`src/hw/rtl/ntmd_pkg.sv`:
```
// Shared types and constants of the nibble tile map decoder.
`timescale 1ns / 1ps
`default_nettype none

package ntmd_pkg;

  localparam int ByteW = 8;
  localparam int NibW  = 4;
  localparam int TileW = 7;
  localparam int PosW  = 7;
  localparam int CntW  = 3;

  // Decoder state kept between input words.
  typedef struct packed {
    logic            pv;
    logic [NibW-1:0] pn;
    logic [PosW-1:0] td;
  } st_t;

  // Tiles produced by one nibble: one value, single or repeated, or an ascending pair.
  typedef struct packed {
    logic [CntW-1:0]  cnt;
    logic [TileW-1:0] base;
    logic             pair;
    logic             pv;
    logic [NibW-1:0]  pn;
  } grp_t;

  // Emission plan for one accepted input word.
  typedef struct packed {
    logic [TileW-1:0] base1;
    logic             pair1;
    logic [CntW-1:0]  n1;
    logic [TileW-1:0] base2;
    logic             pair2;
    logic [CntW-1:0]  total;
    logic [PosW-1:0]  pos;
  } plan_t;

endpackage

`default_nettype wire

```
`src/hw/rtl/ntmd_if.sv`:
```
// Valid/ready channel interfaces for input words and tile results.
`timescale 1ns / 1ps
`default_nettype none

interface ntmd_in_if;
  import ntmd_pkg::*;
  logic             valid;
  logic             ready;
  logic [ByteW-1:0] code_byte;
  logic             start_map;

  modport source (output valid, output code_byte, output start_map, input ready);
  modport sink   (input valid, input code_byte, input start_map, output ready);
endinterface

interface ntmd_out_if;
  import ntmd_pkg::*;
  logic             valid;
  logic             ready;
  logic [TileW-1:0] tile_code;
  logic [PosW-1:0]  tile_position;
  logic             last_of_byte;
  logic             last_of_map;

  modport source (output valid, output tile_code, output tile_position,
                  output last_of_byte, output last_of_map, input ready);
  modport sink   (input valid, input tile_code, input tile_position,
                  input last_of_byte, input last_of_map, output ready);
endinterface

`default_nettype wire

```
`src/hw/rtl/ntmd_decode.sv`:
```
// Decodes both nibbles of one input word into an emission plan and the next state.
`timescale 1ns / 1ps
`default_nettype none

module ntmd_decode #(
  parameter int MAP_TILES = 80
) (
  input  logic [ntmd_pkg::ByteW-1:0] code_byte,
  input  logic                       start_map,
  input  ntmd_pkg::st_t              st,
  output ntmd_pkg::plan_t            plan,
  output ntmd_pkg::st_t              st_nxt
);
  import ntmd_pkg::*;

  localparam logic [PosW:0] MapW = (PosW+1)'(MAP_TILES);

  function automatic grp_t nib_decode(input logic pv, input logic [NibW-1:0] pn,
                                      input logic [NibW-1:0] nib);
    grp_t            g;
    logic [TileW-1:0] v;
    v = {1'b0, pn[1:0], nib};
    g = '0;
    if (pv) begin
      g.pv = 1'b0;
      g.pn = '0;
      if (!pn[2]) begin
        g.cnt  = CntW'(1);
        g.base = v;
      end else begin
        g.cnt  = CntW'(4);
        g.base = v + TileW'(2);
      end
    end else if (!nib[3]) begin
      g.pv = 1'b0;
      g.pn = '0;
      if (nib < NibW'(5)) begin
        g.cnt  = CntW'(1);
        g.base = {3'b000, nib} + TileW'(2);
      end else begin
        g.cnt  = CntW'(2);
        g.base = {2'b00, nib, 1'b0};
        g.pair = 1'b1;
      end
    end else begin
      g.pv = 1'b1;
      g.pn = nib;
    end
    return g;
  endfunction

  logic [PosW-1:0] td0, td1, td2;
  logic            pv0, pv1;
  logic [NibW-1:0] pn0, pn1;
  logic            full0, full1;
  logic [PosW:0]   room0, room1;
  logic [CntW-1:0] n1, n2;
  grp_t            g1, g2;

  always_comb begin
    td0   = start_map ? '0 : st.td;
    pv0   = start_map ? 1'b0 : st.pv;
    pn0   = start_map ? '0 : st.pn;
    full0 = {1'b0, td0} >= MapW;
    room0 = MapW - {1'b0, td0};
    g1    = nib_decode(pv0, pn0, code_byte[ByteW-1:NibW]);
    if (full0) begin
      n1 = '0;
    end else if ({{(PosW+1-CntW){1'b0}}, g1.cnt} > room0) begin
      n1 = room0[CntW-1:0];
    end else begin
      n1 = g1.cnt;
    end
    td1 = td0 + {{(PosW-CntW){1'b0}}, n1};
    pv1 = full0 ? pv0 : g1.pv;
    pn1 = full0 ? pn0 : g1.pn;

    full1 = {1'b0, td1} >= MapW;
    room1 = MapW - {1'b0, td1};
    g2    = nib_decode(pv1, pn1, code_byte[NibW-1:0]);
    if (full1) begin
      n2 = '0;
    end else if ({{(PosW+1-CntW){1'b0}}, g2.cnt} > room1) begin
      n2 = room1[CntW-1:0];
    end else begin
      n2 = g2.cnt;
    end
    td2 = td1 + {{(PosW-CntW){1'b0}}, n2};

    st_nxt.td = td2;
    st_nxt.pv = full1 ? pv1 : g2.pv;
    st_nxt.pn = full1 ? pn1 : g2.pn;

    plan.base1 = g1.base;
    plan.pair1 = g1.pair;
    plan.n1    = n1;
    plan.base2 = g2.base;
    plan.pair2 = g2.pair;
    plan.total = CntW'({1'b0, n1} + {1'b0, n2});
    plan.pos   = td0;
  end

endmodule

`default_nettype wire

```
`src/hw/rtl/nibble_tile_map_decoder.sv`:
```
// Top level of the nibble tile map decoder: word intake, tile sequencer and output register.
//
//   channel  | dir | payload                                              | handshake
//   in_chan  | in  | code_byte[7:0], start_map                            | valid/ready
//   out_chan | out | tile_code[6:0], tile_position[6:0], last_of_byte,   | valid/ready
//            |     | last_of_map                                          |
//
// An input word is decoded in the cycle it is accepted and yields zero to six tiles.
// The sequencer sends one tile per cycle into the output register while the output is not
// stalled; the next word is taken in the cycle the last tile moves out.
// Synchronous active-low reset clears the map position, the pending nibble and all valids.
// A stall on the output holds the register and the sequencer; input then waits.
`timescale 1ns / 1ps
`default_nettype none

module nibble_tile_map_decoder #(
  parameter int MAP_TILES = 80
) (
  input  logic         clk,
  input  logic         rst_n,
  ntmd_in_if.sink      in_chan,
  ntmd_out_if.source   out_chan
);
  import ntmd_pkg::*;

  localparam logic [PosW-1:0] LastPos = PosW'(MAP_TILES - 1);

  st_t              st_r, st_nxt;
  plan_t            plan_r, plan_nxt;
  logic             plan_valid_r;
  logic [CntW-1:0]  idx_r;
  logic             out_valid_r;
  logic [TileW-1:0] out_code_r;
  logic [PosW-1:0]  out_pos_r;
  logic             out_lob_r;
  logic             out_lom_r;

  logic             adv;
  logic             last_tile;
  logic             in_acc;
  logic [CntW-1:0]  j;
  logic [TileW-1:0] tile_val;
  logic [PosW-1:0]  tile_pos;

  ntmd_decode #(.MAP_TILES(MAP_TILES)) u_decode (
    .code_byte (in_chan.code_byte),
    .start_map (in_chan.start_map),
    .st        (st_r),
    .plan      (plan_nxt),
    .st_nxt    (st_nxt)
  );

  assign adv       = plan_valid_r && (!out_valid_r || out_chan.ready);
  assign last_tile = idx_r == (plan_r.total - CntW'(1));
  assign in_chan.ready = !plan_valid_r || (adv && last_tile);
  assign in_acc    = in_chan.valid && in_chan.ready;

  always_comb begin
    j = idx_r - plan_r.n1;
    if (idx_r < plan_r.n1) begin
      tile_val = plan_r.base1 + (plan_r.pair1 ? {{(TileW-CntW){1'b0}}, idx_r} : '0);
    end else begin
      tile_val = plan_r.base2 + (plan_r.pair2 ? {{(TileW-CntW){1'b0}}, j} : '0);
    end
    tile_pos = plan_r.pos + {{(PosW-CntW){1'b0}}, idx_r};
  end

  always_ff @(posedge clk) begin
    if (!rst_n) begin
      st_r         <= '0;
      plan_valid_r <= 1'b0;
      idx_r        <= '0;
    end else if (in_acc) begin
      st_r         <= st_nxt;
      plan_r       <= plan_nxt;
      plan_valid_r <= plan_nxt.total != '0;
      idx_r        <= '0;
    end else if (adv) begin
      if (last_tile) begin
        plan_valid_r <= 1'b0;
      end else begin
        idx_r <= idx_r + CntW'(1);
      end
    end
  end

  always_ff @(posedge clk) begin
    if (!rst_n) begin
      out_valid_r <= 1'b0;
    end else if (adv) begin
      out_valid_r <= 1'b1;
      out_code_r  <= tile_val;
      out_pos_r   <= tile_pos;
      out_lob_r   <= last_tile;
      out_lom_r   <= tile_pos == LastPos;
    end else if (out_chan.ready) begin
      out_valid_r <= 1'b0;
    end
  end

  assign out_chan.valid         = out_valid_r;
  assign out_chan.tile_code     = out_code_r;
  assign out_chan.tile_position = out_pos_r;
  assign out_chan.last_of_byte  = out_lob_r;
  assign out_chan.last_of_map   = out_lom_r;

  a_idx_in_plan: assert property (@(posedge clk) disable iff (!rst_n)
    plan_valid_r |-> idx_r < plan_r.total)
    else $error("Tile index ran past the plan of the current word.");

  a_pos_in_map: assert property (@(posedge clk) disable iff (!rst_n)
    out_valid_r |-> {1'b0, out_pos_r} < (PosW+1)'(MAP_TILES))
    else $error("Tile position lies outside the map.");

  a_accept_at_end: assert property (@(posedge clk) disable iff (!rst_n)
    (in_acc && plan_valid_r) |-> (adv && last_tile))
    else $error("A word was taken while the previous word still had tiles to send.");

  a_fill_bound: assert property (@(posedge clk) disable iff (!rst_n)
    {1'b0, st_r.td} <= (PosW+1)'(MAP_TILES))
    else $error("Fill count exceeds the map size.");

endmodule

`default_nettype wire
```
`src/flat_wrapper.sv`:
```
// flat-port wrapper written by rule: the top's interface ports become plain ports
module nibble_tile_map_decoder_flat import ntmd_pkg::*;
#(
  parameter int MAP_TILES = 80
)
  (clk, rst_n, in_chan_valid, in_chan_code_byte, in_chan_start_map, in_chan_ready, out_chan_valid, out_chan_tile_code, out_chan_tile_position, out_chan_last_of_byte, out_chan_last_of_map, out_chan_ready);
  ntmd_in_if in_chan_i ();
  ntmd_out_if out_chan_i ();
  input  logic clk;
  input  logic rst_n;
  input wire logic [$bits(in_chan_i.valid)-1:0] in_chan_valid;
  input wire logic [$bits(in_chan_i.code_byte)-1:0] in_chan_code_byte;
  input wire logic [$bits(in_chan_i.start_map)-1:0] in_chan_start_map;
  output wire logic [$bits(in_chan_i.ready)-1:0] in_chan_ready;
  output wire logic [$bits(out_chan_i.valid)-1:0] out_chan_valid;
  output wire logic [$bits(out_chan_i.tile_code)-1:0] out_chan_tile_code;
  output wire logic [$bits(out_chan_i.tile_position)-1:0] out_chan_tile_position;
  output wire logic [$bits(out_chan_i.last_of_byte)-1:0] out_chan_last_of_byte;
  output wire logic [$bits(out_chan_i.last_of_map)-1:0] out_chan_last_of_map;
  input wire logic [$bits(out_chan_i.ready)-1:0] out_chan_ready;
  assign in_chan_i.valid = in_chan_valid;
  assign in_chan_i.code_byte = in_chan_code_byte;
  assign in_chan_i.start_map = in_chan_start_map;
  assign in_chan_ready = in_chan_i.ready;
  assign out_chan_valid = out_chan_i.valid;
  assign out_chan_tile_code = out_chan_i.tile_code;
  assign out_chan_tile_position = out_chan_i.tile_position;
  assign out_chan_last_of_byte = out_chan_i.last_of_byte;
  assign out_chan_last_of_map = out_chan_i.last_of_map;
  assign out_chan_i.ready = out_chan_ready;
  nibble_tile_map_decoder #(.MAP_TILES(MAP_TILES)) u_core (.clk(clk), .rst_n(rst_n), .in_chan(in_chan_i), .out_chan(out_chan_i));
endmodule
```
`config.mk`:
```
export PLATFORM = sky130hd
export DESIGN_NAME = nibble_tile_map_decoder_flat
export DESIGN_NICKNAME = d
export VERILOG_FILES = /design/src/hw/rtl/ntmd_pkg.sv /design/src/hw/rtl/ntmd_if.sv /design/src/hw/rtl/ntmd_decode.sv /design/src/hw/rtl/nibble_tile_map_decoder.sv /design/src/flat_wrapper.sv
export SDC_FILE = /design/constraint.sdc
export NUM_CORES = 1
export LEC_CHECK = 0
export BUFFER_PORTS_ARGS = -buffer_cell sky130_fd_sc_hd__clkbuf_2
export CELL_PAD_IN_SITES_DETAIL_PLACEMENT = 0
export CELL_PAD_IN_SITES_GLOBAL_PLACEMENT = 1
export CORE_MARGIN = 2
export CORE_UTILIZATION = 47
export CTS_CLUSTER_DIAMETER = 80
export DETAILED_ROUTE_END_ITERATION = 10
export HOLD_SLACK_MARGIN = 0.12
export PLACE_DENSITY = 0.9
export SLEW_MARGIN = 0
export SYNTH_ARGS = -nofsm -noshare
export SYNTH_HDL_FRONTEND = slang
export SYNTH_SLANG_ARGS = --single-unit
```
`constraint.sdc`:
```
create_clock -name clk -period 11.4 [get_ports clk]
set_input_delay 2.28 -clock clk [delete_from_list [all_inputs] [get_ports clk]]
set_output_delay 2.28 -clock clk [all_outputs]
set_load 0.005 [all_outputs]
```
==> Word-level counts from Yosys, hierarchy flattened <==
Cells that the tools add are included.
{ "classes": {"bitwise_logic": 2, "n_reduce_logical": 18, "muxes": 33, "eq_ne": 2, "addsub": 15, "n_lt_le_gt_ge": 7} }
{ "ops": {"columns": ["operator", "count"], "rows": [
  ["2-to-1 mux 10 bit", 6],
  ["2-to-1 mux 3 bit", 9],
  ["adder 7 x 3 -> 7 bit", 3],
  ["2-to-1 mux 5 bit", 4],
  ["2-to-1 mux 9 bit", 2],
  ["greater-than comparator 3 x 8 -> 1 bit", 2],
  ["subtractor 7 x 7 -> 8 bit, first input constant", 2],
  ["adder 6 x 2 -> 7 bit, second input constant", 2],
  ["adder 7 bit", 2],
  [">= comparator 7 bit, second input constant", 2],
  ["2-to-1 mux 7 bit", 2],
  ["adder 4 x 2 -> 5 bit, second input constant", 2],
  ["2-to-1 mux 1 bit", 10],
  ["less-than comparator 4 x 3 -> 1 bit, second input constant", 2],
  ["AND reduction 2 bit", 4],
  ["equality test 7 bit, second input constant", 1],
  ["nonzero test 2 bit", 3],
  ["OR reduction 2 bit", 3],
  ["adder 3 x 1 -> 3 bit, second input constant", 1],
  ["adder 3 bit", 1],
  ["equality test 3 bit", 1],
  ["logical AND 1 bit", 3],
  ["less-than comparator 3 bit", 1],
  ["nonzero test 3 bit", 1],
  ["5 further kinds", 8]
]} }
{ "totals": {"output_inout_bits": 18, "wordCells": 94, "input_bits": 13, "register_bits": 61} }

==> Logic depth before layout (Yosys ltp) <==
Gate-level depths: netlist (run 1).
{ "depth": {"word_depth": 15, "depth_mapped": 35, "ltp_nobuf": 33} }

==> Cells and area by module <==
A second synthesis (run 1) with hierarchy kept.
{ "unflattened": {"hier_cells": 467, "area_unflattened_um2": 4574.4} }
{ "by_module_without_submodules": {"columns": ["module", "seq_area_each_um2", "cells_per_inst", "instances", "area_per_inst_um2"], "rows": [
  ["nibble_tile_map_decoder", 1691.6, 225, 1, 2897.8],
  ["ntmd_decode", 0.0, 242, 1, 1676.6]
]} }

==> Least setup slack after synthesis (run 1) <==
Ideal clock, no wire load.
{ "synth_path": {"path_kind": "input -> register", "from": "in in_chan_start_map", "to": "reg u_core.plan_valid_r", "arrival_ns": 8.812, "required_ns": 11.270, "n_path_buf": 1, "slack_ns": 2.459, "setup_ns": 0.130, "cell_stages": 28, "path_cell_list": "clkbuf_1 -> nand2b_1 -> ha_1 -> xor2_1 -> ha_1 -> nand3_1 -> o311ai_0 -> a211oi_1 -> nand2_1 -> a211oi_1 -> ha_1 -> inv_1 -> fa_1 -> ha_1 -> xnor2_1 -> ha_1 -> a311o_1 -> a211o_4 -> a211oi_1 -> ha_1 -> inv_1 -> fa_1 -> or3_1 -> a21oi_1 -> a41oi_1 -> nand3_1 -> nor3b_1 -> a211oi_2"} }
{ "synth_lines": {"columns": ["element", "line", "source"], "rows": [
  ["start: declaration", "flat_wrapper.sv:13", "input wire logic [$bits(in_chan_i.start_map)-1:0] in_chan_start_map;"],
  ["end signal: assignment", "nibble_tile_map_decoder.sv:71", "plan_valid_r <= 1'b0;"],
  ["end signal: assignment", "nibble_tile_map_decoder.sv:76", "plan_valid_r <= plan_nxt.total != '0;"],
  ["end signal: assignment", "nibble_tile_map_decoder.sv:80", "plan_valid_r <= 1'b0;"],
  ["end: declaration", "nibble_tile_map_decoder.sv:30", "logic plan_valid_r;"]
]} }

==> results of run 1 <==
## cells in the final DEF, fill, tap and decap left out, types with 16 or more instances in the layout
master and n:
edfxtp_1 45, nand2_1 41, nor2_1 39, inv_1 37
ha_1 31, clkbuf_2 30, a21oi_1 27, xor2_1 20
xnor2_1 19, o21ai_0 19, nand3_1 17, dfxtp_1 16
## flip-flops by register name, summed over array words and instances, names as in the netlist
register / flops
u_core.plan_r: 29
u_core.out_chan.last_of_map: 1
u_core.plan_valid_r: 1
u_core.out_chan.tile_position: 7
u_core.out_chan.tile_code: 7
u_core.out_chan.last_of_byte: 1
u_core.idx_r: 3
u_core.st_r: 11
u_core.out_chan.valid: 1
## layer usage
metal	share of wire [%]	routed length, um
met1	45	3720
met4	1.9	158
met2	50	4130
met3	3.2	263
met5	0	0
## metrics by stage
| stage | power [mW] | hold slack [ns] |
|---|---|---|
| 4_1_cts | 0.580 | 0.492 |
| 3_5_place_dp | 0.370 | 0.480 |
| 6_report | 0.576 | 0.491 |
| 5_1_grt | 0.604 | 0.529 |
| 2_1_floorplan | 0.342 | 0.449 |
| 3_3_place_gp | 0.365 | 0.473 |
## power breakdown
| part | switching (mW) | internal [mW] |
|---|---|---|
| Combinational | 0.0615 | 0.0427 |
| Sequential | 0.00777 | 0.253 |
| Clock | 0.0877 | 0.123 |
## kinds of logic after synthesis
kind of cell	share of synthesized area [%]
AND/OR/NAND/NOR	16.9
AO/OA/AOI/OAI	15.4
flip-flops	40.9
buffers and inverters	4.50
XOR/XNOR	8.35
adder cells (fa/ha/maj)	12.9
multiplexers	1.01
## worst max-delay path, stage by stage
cell and delay (ns):
clkbuf_2 0.21, nand2b_1 0.26, ha_1 0.25, xor2_1 0.32
ha_1 0.32, nand3_1 0.09, o311ai_0 0.13, a211oi_1 0.42
nand2_1 0.25, a211oi_1 0.46, ha_1 0.27, inv_1 0.07
fa_1 0.57, ha_1 0.28, xnor2_1 0.33, ha_1 0.31
a311o_1 0.39, a211o_4 0.36, a211oi_1 0.31, ha_1 0.21
inv_1 0.05, fa_1 0.43, or3_1 0.41, a21oi_1 0.16
a41oi_1 0.06, nand3_1 0.17, nor3b_1 0.24, a211oi_2 0.05
## cell type report
type	instances	area, sq um	area share (%)
clock buffers	10	128	2.81
inverters	37	139	3.05
multi-input cells	319	2240	49.2
flip-flops and latches	61	1670	36.8
repair buffers	30	150	3.30
clock inverters	6	87.6	1.93
well taps	108	135	2.97
## worst min path at each step
stage / startpoint / endpoint / slack, ns
after detailed placement: u_core.st_r[1]$_SDFFE_PN0P_ / u_core.st_r[1]$_SDFFE_PN0P_ / 0.48
after floorplan: u_core.st_r[1]$_SDFFE_PN0P_ / u_core.st_r[1]$_SDFFE_PN0P_ / 0.45
after global placement: u_core.st_r[1]$_SDFFE_PN0P_ / u_core.st_r[1]$_SDFFE_PN0P_ / 0.47
after global routing: u_core.st_r[1]$_SDFFE_PN0P_ / u_core.st_r[1]$_SDFFE_PN0P_ / 0.53
after CTS: u_core.st_r[1]$_SDFFE_PN0P_ / u_core.st_r[1]$_SDFFE_PN0P_ / 0.49
final: u_core.st_r[1]$_SDFFE_PN0P_ / u_core.st_r[1]$_SDFFE_PN0P_ / 0.49
==> flow_summary.json, run 1 <==
{
  "leakage_nw": 1.89,
  "min_path_type": "reg -> reg",
  "place_ws_ns": 1.67,
  "grt_pass1_wl_um": 14000,
  "avgSynthCellArea_sq_um": 9.54,
  "final_util_pct": 52.9,
  "drive_above_1_share_pct": 11.2,
  "fin_crit_sh_pct": 82.9,
  "ys_ff_latch": 61,
  "syn-instance-count": 429,
  "synth_nets": 480,
  "status": "complete, no violations",
  "die_x_um": 97.3,
  "die_h_um": 97.3,
  "drt_pass1_iterations": 4,
  "synth.largest_area_cell": "edfxtp_1",
  "route.detailed.drc": 0,
  "worst_ep_arrival_time_ns": 9.66,
  "ys.flop_type": "edfxtp_1",
  "use_met1_pct": 22.7,
  "irDropWorstVdd_uv": 56.6,
  "endpoint_kind": "register",
  "grt_pass1_vias": 2995,
  "gr-total-overflow": 0,
  "r2r_cells": 27,
  "yosys_warnings": 0,
  "place_congestion": 0.882,
  "ys_seq_area_share_pct": 40.9,
  "cts_setup_buffers": 0,
  "area_delta_synth_final_pct": 11.1,
  "start_util_pct": 47.6,
  "cts_tree": "built",
  "stdcell_count": 571,
  "crit_type": "in -> reg",
  "maxSlewViolCount": 0,
  "drt-initial-drc-count": 119,
  "yosysTopAreaCellShare_pct": 33.0,
  "std_cell_rows": 34,
  "htree_num_levels": 3,
  "synth-edff-count": 45,
  "fin_worst_skew_ns": 0.00993,
  "cap_viol_max_count": 0,
  "synth.distinct_cells": 49,
  "ant_nets": 0,
  "ctsResizeCount": 0,
  "wl_per_cell_um": 14.5,
  "synthArstFlopShare_pct": 0,
  "numCtsBuffers": 9,
  "wl_um": 8270,
  "synth_commonest_cells": "edfxtp_1 (45), nand2_1 (41), nor2_1 (39)",
  "p_per_area_nw_per_um2": 127,
  "r2r_slack_ns": 3.88,
  "crit_start": "in_chan_start_map",
  "dp.cells": 555,
  "cts-root-buf": "clkbuf_8",
  "dp_hpwl_um": 6380,
  "setup_viol": 0,
  "synth_most_common_cell": "edfxtp_1",
  "cp_max_fo": 17,
  "grtUsageTotal_pct": 18.3,
  "clk_path_buf_depth": 2,
  "n_antenna_cell": 0,
  "timing.rr.start": "u_core.st_r[0]$_SDFFE_PN0P_",
  "cts_num_sinks": 61,
  "met2_usage_pct": 31.6,
  "top_usage_layer": "met2",
  "cp-start-kind": "primary input",
  "antenna_found_initial": 0,
  "clk_latency_ns": 0.34,
  "dieArea_sq_um": 9470,
  "rsz0062_at_grt": "no",
  "fmax_mhz": 106,
  "viasPerCell": 5.40,
  "vias": 3082,
  "r2r-end": "u_core.plan_valid_r$_SDFFE_PN0P_",
  "setup_ws_ns": 1.95,
  "slew-limit-headroom_pct": 27.4,
  "grt_max_degree": 31,
  "hold_violations": 0,
  "fillers": 783,
  "fin_crit_ns": 9.45,
  "endpoint": "u_core.plan_valid_r$_SDFFE_PN0P_",
  "syn_area_sq_um": 4090,
  "critical_path_required_ns": 11.61,
  "min_delay_path_depth": 2,
  "final_nets": 509,
  "portBuffers": 30,
  "grt_util_met3_pct": 3.09,
  "tns_ns": 0,
  "core_area_sq_um": 8590,
  "final_cell_area_sq_um": 4550,
  "path_clk_slew_ns": 0.07,
  "synthTopCellsByArea": "edfxtp_1 (33%), ha_1 (9.5%), dfxtp_1 (7.8%), xor2_1 (4.3%), xnor2_1 (4.1%)",
  "io_pins": 31,
  "hold_buffers": 0,
  "worst_pin_slew_ns": 1.09,
  "placed_area_sq_um": 4330
}
Note: power is estimated with default switching activity, not from simulation.
==> inputs of run 2 (changes only) <==
CORE_UTILIZATION = 43   (was 47)
PLACE_DENSITY = 0.87   (was 0.9)
clock period = 8.3 ns   (was 11.4 ns; I/O delays follow)
==> run 2 against run 1 <==
Effect of this change: global-route usage down 0.50 points; largest cell class unchanged; total power is 38% higher; first-iteration DRC count decreased by 12%; flip-flop and latch count unchanged; count of clock-buffer cells in the layout rose by 1; largest power group unchanged; critical path type unchanged.
==> flow_summary.json, run 2 (synthesized netlist as in run 1, its figures left out) <==
{
  "fin_worst_skew_ns": 0.0137,
  "worst_ep_arrival_time_ns": 8.12,
  "die_h_um": 102,
  "ant_nets": 0,
  "vias": 3120,
  "slew-limit-headroom_pct": 28.0,
  "cap_viol_max_count": 0,
  "dp_hpwl_um": 6610,
  "met2_usage_pct": 30.4,
  "path_clk_slew_ns": 0.07,
  "htree_num_levels": 3,
  "grt_pass1_wl_um": 14200,
  "wl_per_cell_um": 14.1,
  "r2r_cells": 28,
  "cts_tree": "built",
  "clk_latency_ns": 0.35,
  "layout_common_cells": "edfxtp_1 (45), nand2_1 (41), nor2_1 (39), inv_1 (37), ha_1 (31)",
  "grtUsageTotal_pct": 17.8,
  "n_antenna_cell": 0,
  "final_nets": 522,
  "gr-total-overflow": 0,
  "numCtsBuffers": 9,
  "crit_type": "in -> reg",
  "fmax_mhz": 127,
  "place_ws_ns": -0.168,
  "hold_violations": 0,
  "stdcell_count": 605,
  "final_common_cell": "edfxtp_1",
  "tns_ns": 0,
  "cpPeakStageDelay_ns": 0.55,
  "irDropWorstVdd_uv": 65.6,
  "use_met1_pct": 21.7,
  "antenna_found_initial": 0,
  "std_cell_rows": 35,
  "cts_num_sinks": 61,
  "clk_path_buf_depth": 2,
  "drt_pass1_iterations": 4,
  "io_pins": 31,
  "top_register": "u_core.plan_r",
  "drive_above_1_share_pct": 14.1,
  "grt_util_met3_pct": 3.24,
  "p_per_area_nw_per_um2": 170,
  "reg_top3": "u_core.plan_r: 29 flops, u_core.st_r: 11 flops",
  "portBuffers": 30,
  "cts-root-buf": "clkbuf_8",
  "core_area_sq_um": 9240,
  "die_x_um": 102,
  "wl_um": 8560,
  "cpMaxStageDelayCell": "fa_1",
  "grt_pass1_vias": 3095,
  "leakage_nw": 1.96,
  "place_congestion": 0.855,
  "fin_crit_ns": 7.90,
  "fin_crit_sh_pct": 95.1,
  "viasPerCell": 5.16,
  "dp.cells": 587,
  "setup_viol": 0,
  "min_delay_path_depth": 2,
  "setup_ws_ns": 0.405,
  "fillers": 861,
  "area_delta_synth_final_pct": 14.3,
  "top_usage_layer": "met2",
  "start_util_pct": 44.3,
  "final_util_pct": 50.6,
  "power_mw": 0.795,
  "cp_max_fo": 12,
  "status": "complete, no violations",
  "dieArea_sq_um": 10300,
  "drt-initial-drc-count": 105,
  "cp_num_cells": 29,
  "crit_path_frequent_cell": "ha_1",
  "min_path_type": "reg -> reg",
  "largest_register_ffs": 29,
  "worst_pin_slew_ns": 1.08,
  "endpoint_kind": "register",
  "maxSlewViolCount": 0,
  "path_delay_family": "adder cells",
  "cp-start-kind": "primary input",
  "critical_path_required_ns": 8.52,
  "path_buf_inv": 3,
  "route.detailed.drc": 0,
  "grt_max_degree": 31
}
[run 2: changes by cell type in the layout (fill, tap and decap cells not counted), moves of 2 or more]
cell | previous run | this run
clkinvlp_4 | 3 | 0
a211oi_1 | 3 | 1
clkinv_2 | 1 | 3
buf_4 | 0 | 13
a211oi_2 | 2 | 4
[run 2: what timing repair did]
item,CTS,global route
endpoints found under the setup margin,0,2
setup buffers,0,2
resized for setup,0,2
hold buffers,0,0
[run 2: area by class of cell]
type	instances	area [sq um]	share of cell area, %
clock inverters	5	75.1	1.61
well taps	129	161	3.45
multi-input cells	319	2250	48.1
flip-flops and latches	61	1670	35.7
repair buffers	43	248	5.30
clock buffers	11	131	2.81
inverters	37	139	2.97
[run 2: routing by layer]
metal | wire, um | vias to the layer above
li1 | - | 1594
met1 | 3920 | 1477
met2 | 4230 | 35
met3 | 208 | 14
met4 | 203 | 0
met5 | 0 | -
[run 2: per-stage QoR]
stage	cell area (sq um)	hold WS, ns
6_report	4680	0.484
5_1_grt	4680	0.507
4_1_cts	4650	0.489
3_5_place_dp	4450	0.475
3_3_place_gp	4450	0.466
2_1_floorplan	4100	0.449
[run 2: report_power, final]
group	switching, mW	internal, mW
Clock	0.117	0.168
Combinational	0.0867	0.0639
Sequential	0.0109	0.348
Total	0.215	0.580
[run 2: tightest hold or removal path: stages (launching register included)]
cell and delay, ns:
dfxtp_1 0.32, nand2_1 0.05, o21ai_0 0.06
[run 2: path summary, 6_finish.rpt]
| kind | start | slack [ns] | endpoint |
|---|---|---|---|
| worst max-delay path | in_chan_start_map | 0.40 | u_core.plan_valid_r$_SDFFE_PN0P_ |
| worst min register to register | u_core.st_r[1]$_SDFFE_PN0P_ | 0.48 | u_core.st_r[1]$_SDFFE_PN0P_ |
| worst max register to register | u_core.st_r[11]$_SDFFE_PN0P_ | 1.60 | u_core.plan_valid_r$_SDFFE_PN0P_ |
| worst min-delay path | u_core.st_r[1]$_SDFFE_PN0P_ | 0.48 | u_core.st_r[1]$_SDFFE_PN0P_ |
==> inputs of run 3 (changes only) <==
CORE_UTILIZATION = 44   (was 43)
PLACE_DENSITY = 0.88   (was 0.87)
SYNTH_HIERARCHICAL = 1   (was not set)
==> run 3 against run 2 <==
Effect of this change: final cell count up 5.1%; sequential power about the same; register-to-register slack worse by 0.03 ns; largest cell class unchanged; design area up 9.5%; critical endpoint is now u_core/plan_valid_r$_SDFFE_PN0P_; critical path type unchanged; total power up 4.3%.
==> flow_summary.json, run 3 <==
{
  "drt_pass1_iterations": 4,
  "irDropWorstVdd_uv": 73.4,
  "r2r_slack_ns": 1.57,
  "final_nets": 548,
  "std_cell_rows": 36,
  "grt_max_degree": 30,
  "cts_tree": "built",
  "route.detailed.drc": 0,
  "power_mw": 0.829,
  "largest_register_ffs": 29,
  "grt_pass1_vias": 3328,
  "setup_ws_ns": 0.452,
  "clockPowerShare_pct": 34.8,
  "maxSlewViolCount": 0,
  "clk_path_buf_depth": 2,
  "cap_viol_max_count": 0,
  "worst_ep_arrival_time_ns": 8.11,
  "p_per_area_nw_per_um2": 162,
  "seqPwrFrac_pct": 43.4,
  "p_int_mw": 0.596,
  "dieArea_sq_um": 11100,
  "fin_crit_sh_pct": 94.6,
  "antenna_found_initial": 0,
  "fin_crit_ns": 7.85,
  "vias": 3442,
  "leakage_nw": 2.06,
  "htree_num_levels": 3,
  "stdcell_count": 636,
  "place_congestion": 0.868,
  "layout_common_cells": "edfxtp_1 (45), nand2_1 (42), clkbuf_2 (30), ha_1 (30), inv_1 (29)",
  "fmax_mhz": 127,
  "area_delta_synth_final_pct": 13.4,
  "dp_hpwl_um": 7350,
  "numCtsBuffers": 9,
  "critical_path_required_ns": 8.56,
  "cpPeakStageDelay_ns": 0.44,
  "crit_path_frequent_cell": "ha_1",
  "core_area_sq_um": 9860,
  "status": "complete, no violations",
  "grtUsageTotal_pct": 17.6,
  "cts_num_sinks": 61,
  "comb_power_share_pct": 21.8,
  "cpMaxStageDelayCell": "or4b_1",
  "top_register": "u_core/plan_r",
  "dp.cells": 616,
  "hold_violations": 0,
  "cts-root-buf": "clkbuf_8",
  "synth_nets": 510,
  "start_util_pct": 45.8,
  "place_ws_ns": 0.0275,
  "cp-start-kind": "primary input",
  "viasPerCell": 5.41,
  "avgSynthCellArea_sq_um": 9.82,
  "grt_pass1_wl_um": 15800,
  "io_pins": 31,
  "placed_area_sq_um": 4830,
  "n_antenna_cell": 0,
  "worst_pin_slew_ns": 0.670,
  "drive_above_1_share_pct": 21.9,
  "reg_top3": "u_core/plan_r: 29 flops, u_core/st_r: 11 flops",
  "ant_nets": 0,
  "syn_area_sq_um": 4520,
  "final_cell_area_sq_um": 5120,
  "whs_ns": 0.471,
  "path_clk_slew_ns": 0.08,
  "syn-instance-count": 460,
  "crit_type": "in -> reg",
  "setup_viol": 0,
  "fin_worst_skew_ns": 0.0161,
  "cp_max_fo": 15,
  "fillers": 876,
  "clk_latency_ns": 0.34,
  "hold_buffers": 0,
  "wl_um": 9590,
  "path_delay_family": "simple AND/OR/NAND/NOR gates",
  "endpoint_kind": "register",
  "wl_per_cell_um": 15.1,
  "portBuffers": 30,
  "die_h_um": 105,
  "die_x_um": 105,
  "path_buf_inv": 4,
  "yosys_warnings": 6,
  "drt-initial-drc-count": 197,
  "min_path_type": "reg -> reg",
  "slew-limit-headroom_pct": 55.3,
  "gr-total-overflow": 0,
  "final_common_cell": "edfxtp_1",
  "p_switching_mw": 0.233,
  "multi_input_area_sq_um": 2670,
  "seqCellArea_sq_um": 1670,
  "switching_share_pct": 28.1
}
-- run 3: cell types whose count changed in the layout (fill, tap and decap cells not counted), moves of 3 or more --
cell      delta
o21ai_2     +11
mux2i_1      +4
nor2_2       +3
or3_1        +3
a211oi_2     -3
nand3_2      +7
a21oi_1      -5
nor2_1      -12
nor4_1       +3
xor2_1       -8
buf_4        +5
inv_1        -8
o22ai_1      -4
-- run 3: cell type report --
class                           instances  area share (%)
Clock buffer                           10            2.49
Multi-Input combinational cell        349            52.2
Inverter                               29            2.13
Sequential cell                        61            32.6
Timing Repair Buffer                   48            5.57
Tap cell                              133            3.25
Clock inverter                          6            1.73
-- run 3: worst register-to-register path: cells and delay by family (launching register included) --
kind                     cells  cell delay [ns]
XOR/XNOR                     3             0.65
buffers and inverters        3             0.42
flip-flops                   1             0.39
AND/OR/NAND/NOR              9             1.86
adder cells (fa/ha/maj)      7             1.85
AO/OA/AOI/OAI                9             1.48
-- run 3: final timing paths --
path,start,endpoint,depth (start not counted)
max reg2reg,u_core/st_r[0]$_SDFFE_PN0P_,u_core/plan_valid_r$_SDFFE_PN0P_,31
max,in_chan_start_map,u_core/plan_valid_r$_SDFFE_PN0P_,32
min reg2reg,u_core/st_r[6]$_SDFFE_PN0P_,u_core/st_r[6]$_SDFFE_PN0P_,2
min,u_core/st_r[6]$_SDFFE_PN0P_,u_core/st_r[6]$_SDFFE_PN0P_,2
-- run 3: what timing repair did --
item	in CTS	in global routing
gates resized for setup	0	10
buffers inserted	0	4
setup endpoints to repair	0	4
-- run 3: through the flow --
step                      setup TNS [ns]  util, %
after floorplan                        0        -
after global placement                 0     48.9
after detailed placement               0     48.9
after CTS                              0     51.1
after global routing            -0.00264     51.9
final                                  0     51.9
-- run 3: metal layers --
metal	vias up	global-route usage [%]	wire length, um
met2	86	30.2	4770
met3	12	3.15	352
met1	1605	22.5	4310
li1	1739	-	-
met5	-	0	0
met4	0	5.71	158
-- run 3: power groups by stage --
| stage | logic [mW] | registers [mW] | clock network [mW] |
|---|---|---|---|
| global route | 0.203 | 0.362 | 0.308 |
| detailed placement | 0.166 | 0.367 | 0 |
| finish | 0.181 | 0.360 | 0.288 |
| global placement | 0.163 | 0.366 | 0 |
| floorplan | 0.126 | 0.364 | 0 |
| CTS | 0.168 | 0.360 | 0.297 |
